===== config.mk =====
export PLATFORM = sky130hd
export DESIGN_NAME = sdl_ctrl
export DESIGN_NICKNAME = d
export VERILOG_FILES = /design/src/hdl/sdl_pkg.sv /design/src/hdl/sdl_ctrl.sv
export SDC_FILE = /design/constraint.sdc
export NUM_CORES = 1
export LEC_CHECK = 0
export ABC_AREA = 1
export BUFFER_PORTS_ARGS = -buffer_cell sky130_fd_sc_hd__buf_4
export CAP_MARGIN = 25
export CORE_AREA = 8 8 45 47
export CTS_CLUSTER_SIZE = 8
export DETAILED_ROUTE_END_ITERATION = 6
export DIE_AREA = 0 0 53 55
export HOLD_SLACK_MARGIN = 0.05
export PLACE_DENSITY = 0.44
export SYNTH_ARGS = -nofsm -noshare
export SYNTH_HDL_FRONTEND = slang
export SYNTH_SLANG_ARGS = --single-unit

===== constraint.sdc =====
create_clock -name clk -period 0.9 [get_ports clk]
set_input_delay 0.18 -clock clk [delete_from_list [all_inputs] [get_ports clk]]
set_output_delay 0.18 -clock clk [all_outputs]
set_load 0.01 [all_outputs]

===== src/hdl/sdl_pkg.sv =====
// Shared types and codes for the sorted delete-list row filter.
`default_nettype none
package sdl_pkg;

  localparam int REQ_W    = 2;
  localparam int STAT_W   = 2;
  localparam int FIELD_W  = 48;
  localparam int POS_W    = 11;
  localparam int TOTAL_W  = 12;
  localparam int CFG_IDX_W = 2;

  typedef enum logic [REQ_W-1:0] {
    REQ_CLEAR  = 2'd0,
    REQ_APPEND = 2'd1,
    REQ_FILTER = 2'd2,
    REQ_NONE   = 2'd3
  } req_t;

  typedef enum logic [STAT_W-1:0] {
    ST_OK    = 2'd0,
    ST_ORDER = 2'd1,
    ST_FULL  = 2'd2
  } status_t;

  typedef enum logic [CFG_IDX_W-1:0] {
    CFG_MAX_ROWS_EN = 2'd0,
    CFG_MAX_ROWS    = 2'd1,
    CFG_SNAP_EN     = 2'd2,
    CFG_SNAP_LIMIT  = 2'd3
  } cfg_idx_t;

  typedef enum logic [2:0] {
    S_IDLE,
    S_CMD,
    S_SRCH,
    S_SRCH_CMP,
    S_EVAL
  } state_t;

  typedef struct packed {
    logic busy;
    logic accept;
    logic run_cmd;
    logic in_srch;
    logic srch_cmp;
    logic srch_end;
    logic eval;
  } ctrl_t;

endpackage
`default_nettype wire


===== src/hdl/sdl_ctrl.sv =====
// Sequencer for commands, the lower-bound search and row evaluation.
`default_nettype none
module sdl_ctrl
  import sdl_pkg::*;
(
  input  wire logic             clk,
  input  wire logic             rst_n,
  input  wire logic             start,
  input  wire logic [REQ_W-1:0] req_type,
  input  wire logic             first_of_batch,
  input  wire logic             search_done,
  output ctrl_t                 ctl
);

  state_t state_r;
  state_t state_nxt;

  always_ff @(posedge clk) begin
    if (!rst_n) begin
      state_r <= S_IDLE;
    end else begin
      state_r <= state_nxt;
    end
  end

  always_comb begin
    state_nxt = state_r;
    case (state_r)
      S_IDLE: begin
        if (start) begin
          if (req_type == REQ_FILTER) begin
            state_nxt = first_of_batch ? S_SRCH : S_EVAL;
          end else begin
            state_nxt = S_CMD;
          end
        end
      end
      S_CMD:      state_nxt = S_IDLE;
      S_SRCH:     state_nxt = search_done ? S_EVAL : S_SRCH_CMP;
      S_SRCH_CMP: state_nxt = S_SRCH;
      S_EVAL:     state_nxt = S_IDLE;
      default:    state_nxt = S_IDLE;
    endcase
  end

  always_comb begin
    ctl = '0;
    case (state_r)
      S_IDLE:     ctl.accept = start;
      S_CMD: begin
        ctl.busy    = 1'b1;
        ctl.run_cmd = 1'b1;
      end
      S_SRCH: begin
        ctl.busy     = 1'b1;
        ctl.in_srch  = 1'b1;
        ctl.srch_end = search_done;
      end
      S_SRCH_CMP: begin
        ctl.busy     = 1'b1;
        ctl.srch_cmp = 1'b1;
      end
      S_EVAL: begin
        ctl.busy = 1'b1;
        ctl.eval = 1'b1;
      end
      default: ctl = '0;
    endcase
  end

endmodule
`default_nettype wire


==> impl_metrics.ini <==
[critical_path]
startpoint_type = flop
required_ns = 0.72
end_kind = output port
slowest_delay_ns = 0.38
crit_buf_inv = 3
worstSetupPathType = reg2out
path_cells = inv_4 -> nor2_4 -> nand3_2 -> inv_2 -> buf_6
cp_max_fo = 4
cp.arrival_ns = 1.00
cpMaxStageDelayCell = dfxtp_4
cp_top_family = flip-flops

[sta]
slew_viol_final = 0
finalHoldViolations = 0
setup_viol = 10
rsz0062_at_grt = yes
max_slew_margin = 0.914
max_freq_ghz = 0.850
fin_crit_sh = 1.31
period_needed_ns = 1.18
skew_ns = 0.00108
hold_ws_ns = 0.233
worst_slack_ns = -0.276
worstMarginPinSlew_ns = 0.129

[finish]
largest_registers = state_r: 3 flops
diodes = 0
drive_above_1_share = 0.635
syn_to_final_growth_pct = 118
nNetsFinal = 71
stdcell_count = 79
largest_reg_flops = 3
largest_register = state_r

[cts]
clockRootBuffer = clkbuf_4
cts_sinks = 3
cts_tree = done
numCtsBuffers = 3
cts_max_path_buffers = 2
htreeDepth = 1
cts-hold-fix-buffers = 0
clk_pin_slew_ns = 0.04
clk_latency_ns = 0.23

[global_route]
grt_pass1_wl_mm = 1.21
antenna_found_initial = 0
grt_pass1_vias = 328
grt.overflow.total = 0
grt_usage = 0.0546
grt_start_max_net_pins = 9

[synthesis]
synthCells = 41
syn_nets = 48
synthTopCellsByCount = nor2_1, nand2_1, inv_1
ys_types = 10
ys_ff_latch = 3
synth_warnings = 0
synthFlopType = dfxtp_1
synth_edf_count = 0
async_reset_ff_frac = 0
avgSynthCellArea_um2 = 5.37
post_synth_instance_area_um2 = 220
synth_top_area_share = 0.273
yosysTopAreaCell = dfxtp_1
yosysMostFrequentCell = nor2_1
yosysSeqAreaShare = 0.273
synthTopCellsByArea = dfxtp_1, nor2_1, nand2_1

[worst_hold_path]
worst_hold_path_type = in2reg

[floorplan]
ios = 14
fp.dieH_um = 55
initial_core_util = 0.159
num_rows = 14
die_w_um = 53
die_area_mm2 = 0.00292
fp.coreArea_mm2 = 0.00138

[placed_design]
globalplace.congestion = 0.671
dp_hpwl_um = 557
dp_cells = 72
numPortBuffers = 13

[pwr]
power_density_mw_per_mm2 = 1200
ir_drop_uv = 474
p_leak_nw = 0.244

[outcome]
outcome = finished, violations left
violations = setup timing

[routing]
via_per_inst = 4.00
wl_per_cell_um = 8.96
ant_nets = 0
routed_wl_um = 708
first_pass_iters = 4
drt_iter0_drc = 6
dr_total_vias = 316
drcViolationCount = 0

[job]
cap_violations = 0
==> layer usage <==
layer | up-vias | GRT usage | routed length (um)
li1 | 167 | - | -
met2 | 6 | 0.0957 | 365
met3 | 0 | 0.0241 | 22
met1 | 143 | 0.0545 | 321
met5 | - | 0 | 0
met4 | 0 | 0.0259 | 0
==> cells by family (layout without fill, tap and decap cells) <==
family	Yosys count	count (layout)	synth area share
XOR/XNOR	1	1	0.0398
AO/OA/AOI/OAI	3	3	0.0682
buffers and inverters	8	30	0.136
AND/OR/NAND/NOR	26	26	0.483
flip-flops	3	3	0.273
==> where the power goes <==
part / internal, mW / switching (mW) / total, mW
combinational: 0.0971 / 0.0937 / 0.191
clock: 0.166 / 0.0663 / 0.232
sequential: 0.138 / 0.0135 / 0.152
==> metrics by stage <==
stage	worst slack (ns)	power (mW)	util	cell area [um^2]	setup TNS, ns
floorplan	-0.0115	0.229	-	225	-0.0115
finish	-0.276	0.575	0.346	479	-1.99
global placement	-0.0943	0.299	0.259	358	-0.494
detailed placement	-0.110	0.298	0.259	358	-0.495
CTS	-0.290	0.575	0.333	460	-2.14
global route	-0.368	0.638	0.346	479	-2.73
==> repair_timing <==
action                     4_1_cts  5_1_grt
setup buffers                    5        1
setup endpoints to repair        9       10
pin swaps                        5        5
resized for setup               19        7
==> worst paths after layout <==
path / start / end / slack [ns] / depth (start not counted)
max: state_r[1]$_SDFFE_PN0P_ / ctl[1] / -0.28 / 5
min: first_of_batch / state_r[2]$_SDFFE_PN0P_ / 0.23 / 4
max reg2reg: state_r[1]$_SDFFE_PN0P_ / state_r[2]$_SDFFE_PN0P_ / -0.12 / 6
min reg2reg: state_r[2]$_SDFFE_PN0P_ / state_r[0]$_SDFFE_PN0P_ / 0.60 / 3
==> cell usage in the layout, fill, tap and decap left out <==
cell type  count
a21oi_1        2
a21oi_2        1
buf_4         15
buf_6          3
clkbuf_1       1
clkbuf_4       3
dfxtp_2        1
dfxtp_4        2
inv_1          4
inv_2          1
inv_4          3
nand2_1        6
nand2_2        3
nand3_1        3
nand3_2        1
nor2_1         6
nor2_2         4
nor2_4         2
nor3_4         1
xor2_1         1
==> tightest hold or removal path, delay by kind of cell <==
| kind | cells | cell delay [ns] |
|---|---|---|
| compound gates | 1 | 0.05 |
| simple gates | 2 | 0.11 |
| buf+inv | 1 | 0.08 |
==> layout make-up <==
type                    count  area (um^2)
repair buffers             18          146
clock buffers               4         26.3
inverters                   8         37.5
multi-input cells          30          180
flip-flops and latches      3         68.8
fillers                   157          905
well taps                  16         20.0
(Power assumes the default switching activity.)
